$ cat src/sv/assert_macros.svh
// ----------------------------------------------------------------------------
// assert_macros.svh
// Clocked assertion shorthands for the RTL in this folder.
// ----------------------------------------------------------------------------
`ifndef ASSERT_MACROS_SVH
`define ASSERT_MACROS_SVH

// Checked on every rising clk_i edge, off while rst_ni is low.
`define ASSERT_CLK(label, prop, msg) \
  label: assert property (@(posedge clk_i) disable iff (!rst_ni) prop) else $error(msg);

// Checked on every rising clk_i edge, reset included.
`define ASSERT_ALWAYS(label, prop, msg) \
  label: assert property (@(posedge clk_i) prop) else $error(msg);

`endif

$ cat src/sv/plsm_pkg.sv
// ----------------------------------------------------------------------------
// plsm_pkg
// Types, codes and constants of the process state list manager.
// ----------------------------------------------------------------------------
package plsm_pkg;

  localparam int unsigned POOL  = 16;
  localparam int unsigned IdW   = 5;               // ids 0..POOL, 0 = none
  localparam int unsigned AddrW = $clog2(POOL);    // id - 1
  localparam int unsigned CntW  = 5;

  // op codes
  localparam logic [1:0] OP_CREATE = 2'd0;
  localparam logic [1:0] OP_KILL   = 2'd1;
  localparam logic [1:0] OP_WAIT   = 2'd2;

  // status codes
  localparam logic [1:0] ST_DONE       = 2'd0;
  localparam logic [1:0] ST_FREE_EMPTY = 2'd1;
  localparam logic [1:0] ST_NOT_READY  = 2'd2;

  // list tags
  localparam logic [1:0] TAG_FREE    = 2'd0;
  localparam logic [1:0] TAG_READY   = 2'd1;
  localparam logic [1:0] TAG_BLOCKED = 2'd2;

  typedef struct packed {
    logic [1:0]     op;
    logic [IdW-1:0] proc_id;
  } req_t;

  typedef struct packed {
    logic [1:0]      status;
    logic [IdW-1:0]  granted_id;
    logic [CntW-1:0] free_len;
    logic [CntW-1:0] ready_len;
    logic [CntW-1:0] blocked_len;
  } rsp_t;

  function automatic logic id_ok(input logic [IdW-1:0] id);
    return (id != '0) && (id <= IdW'(POOL));
  endfunction

  function automatic logic [AddrW-1:0] id2addr(input logic [IdW-1:0] id);
    logic [IdW-1:0] a;
    a = id - IdW'(1);
    return a[AddrW-1:0];
  endfunction

  // Successor of each entry after reset: ascending chain, last entry ends it.
  function automatic logic [IdW-1:0] link_init(input logic [AddrW-1:0] addr);
    logic [IdW-1:0] id;
    id = IdW'(addr) + IdW'(1);
    return (id < IdW'(POOL)) ? id + IdW'(1) : '0;
  endfunction

endpackage

$ cat src/sv/plsm_ram.sv
// ----------------------------------------------------------------------------
// plsm_ram
// Generic one-write, one-read RAM with registered read data.
// ----------------------------------------------------------------------------
module plsm_ram #(
  parameter int unsigned Width = 8,
  parameter int unsigned Depth = 16
) (
  input  logic                     clk_i,
  input  logic                     we_i,
  input  logic [$clog2(Depth)-1:0] waddr_i,
  input  logic [Width-1:0]         wdata_i,
  input  logic                     re_i,
  input  logic [$clog2(Depth)-1:0] raddr_i,
  output logic [Width-1:0]         rdata_o
);

  logic [Width-1:0] mem_q [Depth];
  logic [Width-1:0] rdata_q;

  always_ff @(posedge clk_i) begin
    if (we_i) begin
      mem_q[waddr_i] <= wdata_i;
    end
    if (re_i) begin
      rdata_q <= mem_q[raddr_i];
    end
  end

  assign rdata_o = rdata_q;

endmodule

$ cat src/sv/process_state_list_manager.sv
// ----------------------------------------------------------------------------
// process_state_list_manager
// Free / ready / blocked lists over a fixed pool of process ids.
// ----------------------------------------------------------------------------
// Usage:
//   Request channel (in_valid_i / in_stall_o / in_data_i) carries op and
//   proc_id. Response channel (out_valid_o / out_stall_i / out_data_o)
//   returns one beat per request: status, granted id and the three list
//   lengths after the operation.
//   One request is in flight at a time; in_stall_o is high from the beat
//   after acceptance until the response beat has been taken.
//   States from request beat to response valid:
//     rejected request or unused op : DONE
//     create                        : POP, UNLINK, LINK if ready list non-empty, DONE
//     kill / wait                   : SUCC, WALK over each ready entry before
//                                     the id (at most POOL), UNLINK, LINK if
//                                     the destination list is non-empty, DONE
//   The walk does one link-memory read per cycle.
//   The next request is taken the cycle after the response beat.
//   A stalled response holds its value. Reset puts all ids on the free list
//   in ascending order; the link memory needs no clearing pass, per-entry
//   valid bits stand in for the reset chain until an entry is written.
// ----------------------------------------------------------------------------
`include "assert_macros.svh"

module process_state_list_manager (
  input  logic            clk_i,
  input  logic            rst_ni,
  input  logic            in_valid_i,
  output logic            in_stall_o,
  input  plsm_pkg::req_t  in_data_i,
  output logic            out_valid_o,
  input  logic            out_stall_i,
  output plsm_pkg::rsp_t  out_data_o
);

  localparam int unsigned IdW   = plsm_pkg::IdW;
  localparam int unsigned AddrW = plsm_pkg::AddrW;
  localparam int unsigned CntW  = plsm_pkg::CntW;
  localparam int unsigned POOL  = plsm_pkg::POOL;

  typedef enum logic [6:0] {
    S_IDLE   = 7'b0000001,
    S_POP    = 7'b0000010,
    S_SUCC   = 7'b0000100,
    S_WALK   = 7'b0001000,
    S_UNLINK = 7'b0010000,
    S_LINK   = 7'b0100000,
    S_DONE   = 7'b1000000
  } state_e;

  state_e          state_q, state_d;
  logic [1:0]      op_q, op_d;
  logic [IdW-1:0]  cur_id_q, cur_id_d;
  logic [IdW-1:0]  succ_q, succ_d;
  logic [IdW-1:0]  walk_p_q, walk_p_d;
  logic [CntW-1:0] walk_cnt_q, walk_cnt_d;
  logic [1:0]      status_q, status_d;
  logic [IdW-1:0]  granted_q, granted_d;

  logic [IdW-1:0]  free_head_q, free_head_d, free_tail_q, free_tail_d;
  logic [IdW-1:0]  ready_head_q, ready_head_d, ready_tail_q, ready_tail_d;
  logic [IdW-1:0]  blk_head_q, blk_head_d, blk_tail_q, blk_tail_d;
  logic [CntW-1:0] free_cnt_q, free_cnt_d;
  logic [CntW-1:0] ready_cnt_q, ready_cnt_d;
  logic [CntW-1:0] blk_cnt_q, blk_cnt_d;

  logic [1:0]      tag_q [POOL];
  logic [1:0]      tag_d [POOL];
  logic [POOL-1:0] link_vld_q, link_vld_d;
  logic [AddrW-1:0] rd_addr_q, rd_addr_d;
  logic            rd_vld_q, rd_vld_d;

  // link memory port
  logic             ram_we, ram_re;
  logic [AddrW-1:0] ram_waddr, ram_raddr;
  logic [IdW-1:0]   ram_wdata, ram_rdata, link_rd;

  // destination list of the current op
  logic [IdW-1:0] dst_head, dst_tail;
  logic           set_dst_head, set_dst_tail;

  plsm_ram #(
    .Width (IdW),
    .Depth (POOL)
  ) u_link_ram (
    .clk_i   (clk_i),
    .we_i    (ram_we),
    .waddr_i (ram_waddr),
    .wdata_i (ram_wdata),
    .re_i    (ram_re),
    .raddr_i (ram_raddr),
    .rdata_o (ram_rdata)
  );

  // Unwritten entries still hold the reset chain.
  assign link_rd = rd_vld_q ? ram_rdata : plsm_pkg::link_init(rd_addr_q);

  always_comb begin
    case (op_q)
      plsm_pkg::OP_CREATE: begin
        dst_head = ready_head_q;
        dst_tail = ready_tail_q;
      end
      plsm_pkg::OP_KILL: begin
        dst_head = free_head_q;
        dst_tail = free_tail_q;
      end
      default: begin
        dst_head = blk_head_q;
        dst_tail = blk_tail_q;
      end
    endcase
  end

  always_comb begin
    state_d      = state_q;
    op_d         = op_q;
    cur_id_d     = cur_id_q;
    succ_d       = succ_q;
    walk_p_d     = walk_p_q;
    walk_cnt_d   = walk_cnt_q;
    status_d     = status_q;
    granted_d    = granted_q;
    free_head_d  = free_head_q;
    free_tail_d  = free_tail_q;
    ready_head_d = ready_head_q;
    ready_tail_d = ready_tail_q;
    blk_head_d   = blk_head_q;
    blk_tail_d   = blk_tail_q;
    free_cnt_d   = free_cnt_q;
    ready_cnt_d  = ready_cnt_q;
    blk_cnt_d    = blk_cnt_q;
    tag_d        = tag_q;
    link_vld_d   = link_vld_q;
    rd_addr_d    = rd_addr_q;
    rd_vld_d     = rd_vld_q;
    ram_we       = 1'b0;
    ram_waddr    = '0;
    ram_wdata    = '0;
    ram_re       = 1'b0;
    ram_raddr    = '0;
    set_dst_head = 1'b0;
    set_dst_tail = 1'b0;

    case (state_q)
      S_IDLE: begin
        if (in_valid_i) begin
          op_d      = in_data_i.op;
          cur_id_d  = in_data_i.proc_id;
          status_d  = plsm_pkg::ST_DONE;
          granted_d = '0;
          case (in_data_i.op)
            plsm_pkg::OP_CREATE: begin
              if (free_cnt_q == '0 || !plsm_pkg::id_ok(free_head_q)) begin
                status_d = plsm_pkg::ST_FREE_EMPTY;
                state_d  = S_DONE;
              end else begin
                cur_id_d  = free_head_q;
                ram_re    = 1'b1;
                ram_raddr = plsm_pkg::id2addr(free_head_q);
                state_d   = S_POP;
              end
            end
            plsm_pkg::OP_KILL, plsm_pkg::OP_WAIT: begin
              if (!plsm_pkg::id_ok(in_data_i.proc_id) ||
                  tag_q[plsm_pkg::id2addr(in_data_i.proc_id)] != plsm_pkg::TAG_READY) begin
                status_d = plsm_pkg::ST_NOT_READY;
                state_d  = S_DONE;
              end else begin
                ram_re    = 1'b1;
                ram_raddr = plsm_pkg::id2addr(in_data_i.proc_id);
                state_d   = S_SUCC;
              end
            end
            default: begin
              state_d = S_DONE;
            end
          endcase
        end
      end

      S_POP: begin
        free_head_d = link_rd;
        if (link_rd == '0) begin
          free_tail_d = '0;
        end
        state_d = S_UNLINK;
      end

      S_SUCC: begin
        succ_d = link_rd;
        if (ready_head_q == cur_id_q) begin
          ready_head_d = link_rd;
          if (ready_tail_q == cur_id_q) begin
            ready_tail_d = '0;
          end
          state_d = S_UNLINK;
        end else if (!plsm_pkg::id_ok(ready_head_q)) begin
          state_d = S_UNLINK;
        end else begin
          walk_p_d   = ready_head_q;
          walk_cnt_d = '0;
          ram_re     = 1'b1;
          ram_raddr  = plsm_pkg::id2addr(ready_head_q);
          state_d    = S_WALK;
        end
      end

      // link_rd is the successor of walk_p_q
      S_WALK: begin
        if (link_rd == cur_id_q) begin
          ram_we    = 1'b1;
          ram_waddr = plsm_pkg::id2addr(walk_p_q);
          ram_wdata = succ_q;
          if (ready_tail_q == cur_id_q) begin
            ready_tail_d = walk_p_q;
          end
          state_d = S_UNLINK;
        end else begin
          walk_p_d   = link_rd;
          walk_cnt_d = walk_cnt_q + CntW'(1);
          if (walk_cnt_q == CntW'(POOL - 1) || !plsm_pkg::id_ok(link_rd)) begin
            state_d = S_UNLINK;
          end else begin
            ram_re    = 1'b1;
            ram_raddr = plsm_pkg::id2addr(link_rd);
          end
        end
      end

      S_UNLINK: begin
        ram_we    = 1'b1;
        ram_waddr = plsm_pkg::id2addr(cur_id_q);
        ram_wdata = '0;
        case (op_q)
          plsm_pkg::OP_CREATE: begin
            tag_d[plsm_pkg::id2addr(cur_id_q)] = plsm_pkg::TAG_READY;
            free_cnt_d  = free_cnt_q - CntW'(1);
            ready_cnt_d = ready_cnt_q + CntW'(1);
            granted_d   = cur_id_q;
          end
          plsm_pkg::OP_KILL: begin
            tag_d[plsm_pkg::id2addr(cur_id_q)] = plsm_pkg::TAG_FREE;
            ready_cnt_d = ready_cnt_q - CntW'(1);
            free_cnt_d  = free_cnt_q + CntW'(1);
          end
          default: begin
            tag_d[plsm_pkg::id2addr(cur_id_q)] = plsm_pkg::TAG_BLOCKED;
            ready_cnt_d = ready_cnt_q - CntW'(1);
            blk_cnt_d   = blk_cnt_q + CntW'(1);
          end
        endcase
        if (dst_head == '0 || !plsm_pkg::id_ok(dst_tail)) begin
          set_dst_head = 1'b1;
          set_dst_tail = 1'b1;
          state_d      = S_DONE;
        end else begin
          state_d = S_LINK;
        end
      end

      S_LINK: begin
        ram_we       = 1'b1;
        ram_waddr    = plsm_pkg::id2addr(dst_tail);
        ram_wdata    = cur_id_q;
        set_dst_tail = 1'b1;
        state_d      = S_DONE;
      end

      S_DONE: begin
        if (!out_stall_i) begin
          state_d = S_IDLE;
        end
      end

      default: begin
        state_d = S_IDLE;
      end
    endcase

    if (set_dst_head || set_dst_tail) begin
      case (op_q)
        plsm_pkg::OP_CREATE: begin
          if (set_dst_head) ready_head_d = cur_id_q;
          if (set_dst_tail) ready_tail_d = cur_id_q;
        end
        plsm_pkg::OP_KILL: begin
          if (set_dst_head) free_head_d = cur_id_q;
          if (set_dst_tail) free_tail_d = cur_id_q;
        end
        default: begin
          if (set_dst_head) blk_head_d = cur_id_q;
          if (set_dst_tail) blk_tail_d = cur_id_q;
        end
      endcase
    end

    if (ram_we) begin
      link_vld_d[ram_waddr] = 1'b1;
    end
    if (ram_re) begin
      rd_addr_d = ram_raddr;
      rd_vld_d  = link_vld_q[ram_raddr];
    end
  end

  always_ff @(posedge clk_i or negedge rst_ni) begin
    if (!rst_ni) begin
      state_q      <= S_IDLE;
      free_head_q  <= IdW'(1);
      free_tail_q  <= IdW'(POOL);
      ready_head_q <= '0;
      ready_tail_q <= '0;
      blk_head_q   <= '0;
      blk_tail_q   <= '0;
      free_cnt_q   <= CntW'(POOL);
      ready_cnt_q  <= '0;
      blk_cnt_q    <= '0;
      link_vld_q   <= '0;
      for (int i = 0; i < POOL; i++) begin
        tag_q[i] <= plsm_pkg::TAG_FREE;
      end
    end else begin
      state_q      <= state_d;
      free_head_q  <= free_head_d;
      free_tail_q  <= free_tail_d;
      ready_head_q <= ready_head_d;
      ready_tail_q <= ready_tail_d;
      blk_head_q   <= blk_head_d;
      blk_tail_q   <= blk_tail_d;
      free_cnt_q   <= free_cnt_d;
      ready_cnt_q  <= ready_cnt_d;
      blk_cnt_q    <= blk_cnt_d;
      link_vld_q   <= link_vld_d;
      tag_q        <= tag_d;
    end
  end

  // payload registers
  always_ff @(posedge clk_i) begin
    op_q       <= op_d;
    cur_id_q   <= cur_id_d;
    succ_q     <= succ_d;
    walk_p_q   <= walk_p_d;
    walk_cnt_q <= walk_cnt_d;
    status_q   <= status_d;
    granted_q  <= granted_d;
    rd_addr_q  <= rd_addr_d;
    rd_vld_q   <= rd_vld_d;
  end

  assign in_stall_o  = (state_q != S_IDLE);
  assign out_valid_o = (state_q == S_DONE);

  assign out_data_o.status      = status_q;
  assign out_data_o.granted_id  = granted_q;
  assign out_data_o.free_len    = free_cnt_q;
  assign out_data_o.ready_len   = ready_cnt_q;
  assign out_data_o.blocked_len = blk_cnt_q;

  logic [CntW+1:0] cnt_sum;
  assign cnt_sum = (CntW+2)'(free_cnt_q) + (CntW+2)'(ready_cnt_q) + (CntW+2)'(blk_cnt_q);

  `ASSERT_CLK(a_cnt_sum, (state_q == S_IDLE) |-> (cnt_sum == (CntW+2)'(POOL)), "list lengths do not add up to the pool")
  `ASSERT_CLK(a_free_empty, (state_q == S_IDLE) |-> ((free_cnt_q == '0) == (free_head_q == '0)), "free count and free head disagree")
  `ASSERT_CLK(a_walk_bound, (state_q == S_WALK) |-> (walk_cnt_q < CntW'(POOL)), "ready walk ran past the pool size")
  `ASSERT_CLK(a_grant, (out_valid_o && granted_q != '0) |-> (status_q == plsm_pkg::ST_DONE && op_q == plsm_pkg::OP_CREATE && tag_q[plsm_pkg::id2addr(granted_q)] == plsm_pkg::TAG_READY), "granted id is not a ready create")

endmodule
$ cat config.mk
export PLATFORM = sky130hd
export DESIGN_NAME = process_state_list_manager
export DESIGN_NICKNAME = d
export VERILOG_FILES = /design/src/sv/plsm_pkg.sv /design/src/sv/plsm_ram.sv /design/src/sv/process_state_list_manager.sv
export VERILOG_INCLUDE_DIRS = /design/src /design/src/sv
export SDC_FILE = /design/constraint.sdc
export NUM_CORES = 1
export LEC_CHECK = 0
export BUFFER_PORTS_ARGS = -buffer_cell sky130_fd_sc_hd__buf_2
export CORE_AREA = 2 2 110 165
export DETAILED_ROUTE_END_ITERATION = 10
export DIE_AREA = 0 0 112 167
export PLACE_DENSITY = 0.87
export SYNTH_ARGS = -nofsm -noshare
export SYNTH_HDL_FRONTEND = slang
export SYNTH_SLANG_ARGS = --single-unit
$ cat constraint.sdc
create_clock -name clk_i -period 5.65 [get_ports clk_i]
set_clock_uncertainty 0.05 [all_clocks]
set_input_delay 0.8475 -clock clk_i [delete_from_list [all_inputs] [get_ports clk_i]]
set_output_delay 0.8475 -clock clk_i [all_outputs]
set_load 0.02 [all_outputs]
==> metrics.txt <==
Final period util 82.9%; setup tns final 0 ps; Hold Fails Final Rpt 0; CP Capture Type flip-flop; worst-margin pin slew between 1000 and 1500 ps; DRT antenna net count 0; Rows 59; PD cells 306 nW/um2; hpwl dp around 19000 um; maxcap violations 0; Crit Reg-Reg Endpoint u_link_ram.rdata_o[1]; Synth area leader edfxtp_1; top_reg_cell synth edfxtp_1; class of the worst hold path in -> async; top fanout value on the critical path 30; Final Slew Violations 0; IO buf count 34; Via Count 7908; GRT Resource Usage Total 28.9%; Unique masters post-synth 82; layout cell share with drive strength beyond 1 16.7%; largest net degree at the start of global routing 63; Net count, final about 1.0k; Top Ports 35; Initial Util 64.0%; reg2reg setup slack roughly 970 ps; number of flops mapped to enable cells by yosys between 100 and 150; # hold bufs at CTS 0; Util after Layout 70.1%; vias per inst ~6.5; TritonCTS Buffers 22; total power after layout between 3 and 4 mW; largest stage delay on the critical path about 730 ps; Routed WL 27100 um; vias in the first global route about 7.9k; delay-heaviest family, CP simple AND/OR/NAND/NOR gates; commonest non-fill, non-tap cell in the layout edfxtp_1; CTS sink cnt approximately 220; first-pass GRT wire length approximately 43000 um; CTS resizes 0; clk_lat worst skew 510 ps; critical path class reg -> reg; Synth area leaders edfxtp_1 (32%), dfrtp_1 (22%), mux2_2 (5.6%); Die W ~110 um; syn_nets around 1.0k; H-tree lvl count 1; Post-CTS Setup Bufs 0; # DRC 0; VDD IR max ~0.00036 V; Starting DRT DRC Count 802; worst relative slew slack 21.4%; status finished clean; Async S/R FF share, synth a little under half; RSZ-0062 raised after global routing false; R2R Path Start rd_addr_q[0]; commonest cells after routing, fill and taps aside edfxtp_1 (119), dfrtp_1 (96), nand2_1 (88), nor2_1 (75), o21ai_0 (58); Bufs and invs on worst path 1; Max clock buf depth 3; antenna violations before repair 0; clock slew at reported path FFs 60 ps; core area between 15000 and 20000 um2; GR Overflow Total 0; Worst path depth 14; Worst Setup Start Kind flip-flop; #FFs+latches synth about 220; ant diodes 0; Reg2Reg Depth 14; Pleak 4.91 nW; warning count from the yosys run 0; gpl congestion between 0.9 and 1; Mapped Cells approximately 960; share of the yosys chip area belonging to registers a little under three fifths; Final Critical Period roughly 4700 ps; Avg Cell Area, Syn around 11 um2; Layout area overhead 9.51%; CP required 5860 ps; clk root buf clkbuf_16; Die Y ~170 um; CP max-delay cell nor2_4; drt first pass iters 5; DR WL/cell between 20 and 25 um; TritonCTS clock tree done; die footprint between 15000 and 20000 um2; top-area cell type share of the netlist area between 30% and 40%; fmax around 210 MHz; worst hold slack slightly below 400 ps; cell mode on critical path ha_1; Worst EP arrival a little under 5000 ps; Synth Cell Area around 11000 um2; # setup viols final 0; worst path cell trace ha_1, xnor2_1, a22oi_1, mux2_2, nor3b_1, ha_1, nand3b_1, nor2_1, o21a_1, nor2_4, inv_2, a221o_1, a32oi_1, nand3_1
==> layout make-up <==
cell class / instances / area, um2
clock buffer: 35 / 697
sequential: 219 / 6080
tap: 213 / 267
fill: 1207 / 5170
clock inverter: 5 / 28.8
timing repair buffer: 50 / 293
multi-input combinational: 653 / 4570
inverter: 43 / 164
==> metal layers <==
metal	vias up	global-route usage, %	wire [um]
li1	3562	-	-
met1	3820	32.9	9550
met2	416	51.7	14100
met3	110	3.97	1820
met4	0	16.8	1650
met5	-	0	0
==> sequential cells by signal, summed over array words and instances (netlist names), 7 cells and up <==
| register | flops |
|---|---|
| link_vld_q | 16 |
| tag_q | 32 |
| state_q | 7 |
| u_link_ram.mem_q | 80 |
==> Yosys cell counts, types with 3 or more instances <==
| cell | n |
|---|---|
| o22a_1 | 3 |
| a32oi_1 | 7 |
| or2_1 | 8 |
| dfrtp_1 | 96 |
| edfxtp_1 | 119 |
| xnor2_2 | 3 |
| and3_1 | 4 |
| xor2_1 | 13 |
| xnor2_1 | 35 |
| o21bai_1 | 3 |
| buf_2 | 10 |
| or3_1 | 3 |
| nor3_1 | 13 |
| ha_1 | 26 |
| o21a_1 | 4 |
| nand3_1 | 43 |
| or2_2 | 5 |
| nand3b_1 | 8 |
| a21boi_0 | 5 |
| clkbuf_1 | 27 |
| a221oi_1 | 5 |
| o211ai_1 | 4 |
| nor3_2 | 3 |
| mux2i_1 | 28 |
| nor4_1 | 6 |
| o21ai_0 | 58 |
| a2111oi_0 | 3 |
| and2_1 | 6 |
| a22oi_1 | 12 |
| nor2_1 | 75 |
| dfstp_2 | 4 |
| nand4_1 | 5 |
| nand2b_1 | 15 |
| a21oi_1 | 21 |
| nand2_1 | 88 |
| a211oi_1 | 6 |
| nor3b_1 | 8 |
| a211o_1 | 8 |
| buf_4 | 4 |
| buf_6 | 4 |
| and4b_1 | 3 |
| a21o_1 | 6 |
| a311oi_1 | 9 |
| mux2_2 | 55 |
| inv_1 | 39 |
==> per-stage QoR <==
| stage | instances | setup WS [ps] | area, um2 |
|---|---|---|---|
| detailed placement | 1178 | 714 | 11400 |
| floorplan | 962 | 1470 | 11100 |
| finish | 1218 | 968 | 12100 |
| global placement | 1178 | 807 | 11400 |
| global route | 1218 | 638 | 12100 |
| CTS | 1218 | 1000 | 12100 |
==> power by group <==
| group | total (mW) | leakage (nW) | internal (mW) | switching (mW) |
|---|---|---|---|---|
| clock | 1.44 | 0.362 | 0.849 | 0.591 |
| combinational | 0.463 | 2.27 | 0.158 | 0.305 |
| sequential | 1.80 | 2.27 | 1.74 | 0.0615 |
| total | 3.70 | 4.91 | 2.74 | 0.958 |
==> cells by family after synthesis <==
kind of cell / after synthesis / share of synthesized area (%)
multiplexers: 83 / 8.14
flip-flops: 219 / 55.0
XOR/XNOR: 51 / 4.25
AO/OA/AOI/OAI: 184 / 11.9
adder cells (fa/ha/maj): 28 / 3.31
AND/OR/NAND/NOR: 307 / 13.8
buffers and inverters: 90 / 3.60
==> worst reg2reg max path, stage by stage, from the launching register on <==
cell and delay (ps):
edfxtp_1 520, ha_1 420, xnor2_1 360, a22oi_1 140, mux2_2 390, nor3b_1 230
ha_1 270, nand3b_1 110, nor2_1 70, o21a_1 330, nor2_4 730, inv_2 200
a221o_1 320, a32oi_1 210, nand3_1 90
==> worst max path at each step <==
stage	slack (ps)	start	to
floorplan	1470	in_data_i[0]	rd_vld_q
global route	640	rd_addr_q[0]	u_link_ram.rdata_o[1]
global placement	810	in_data_i[0]	u_link_ram.rdata_o[1]
finish	970	rd_addr_q[0]	u_link_ram.rdata_o[1]
detailed placement	710	in_data_i[0]	u_link_ram.rdata_o[1]
CTS	1000	rd_addr_q[0]	u_link_ram.mem_q[4][3]
Power figures use the tool's default switching activity.
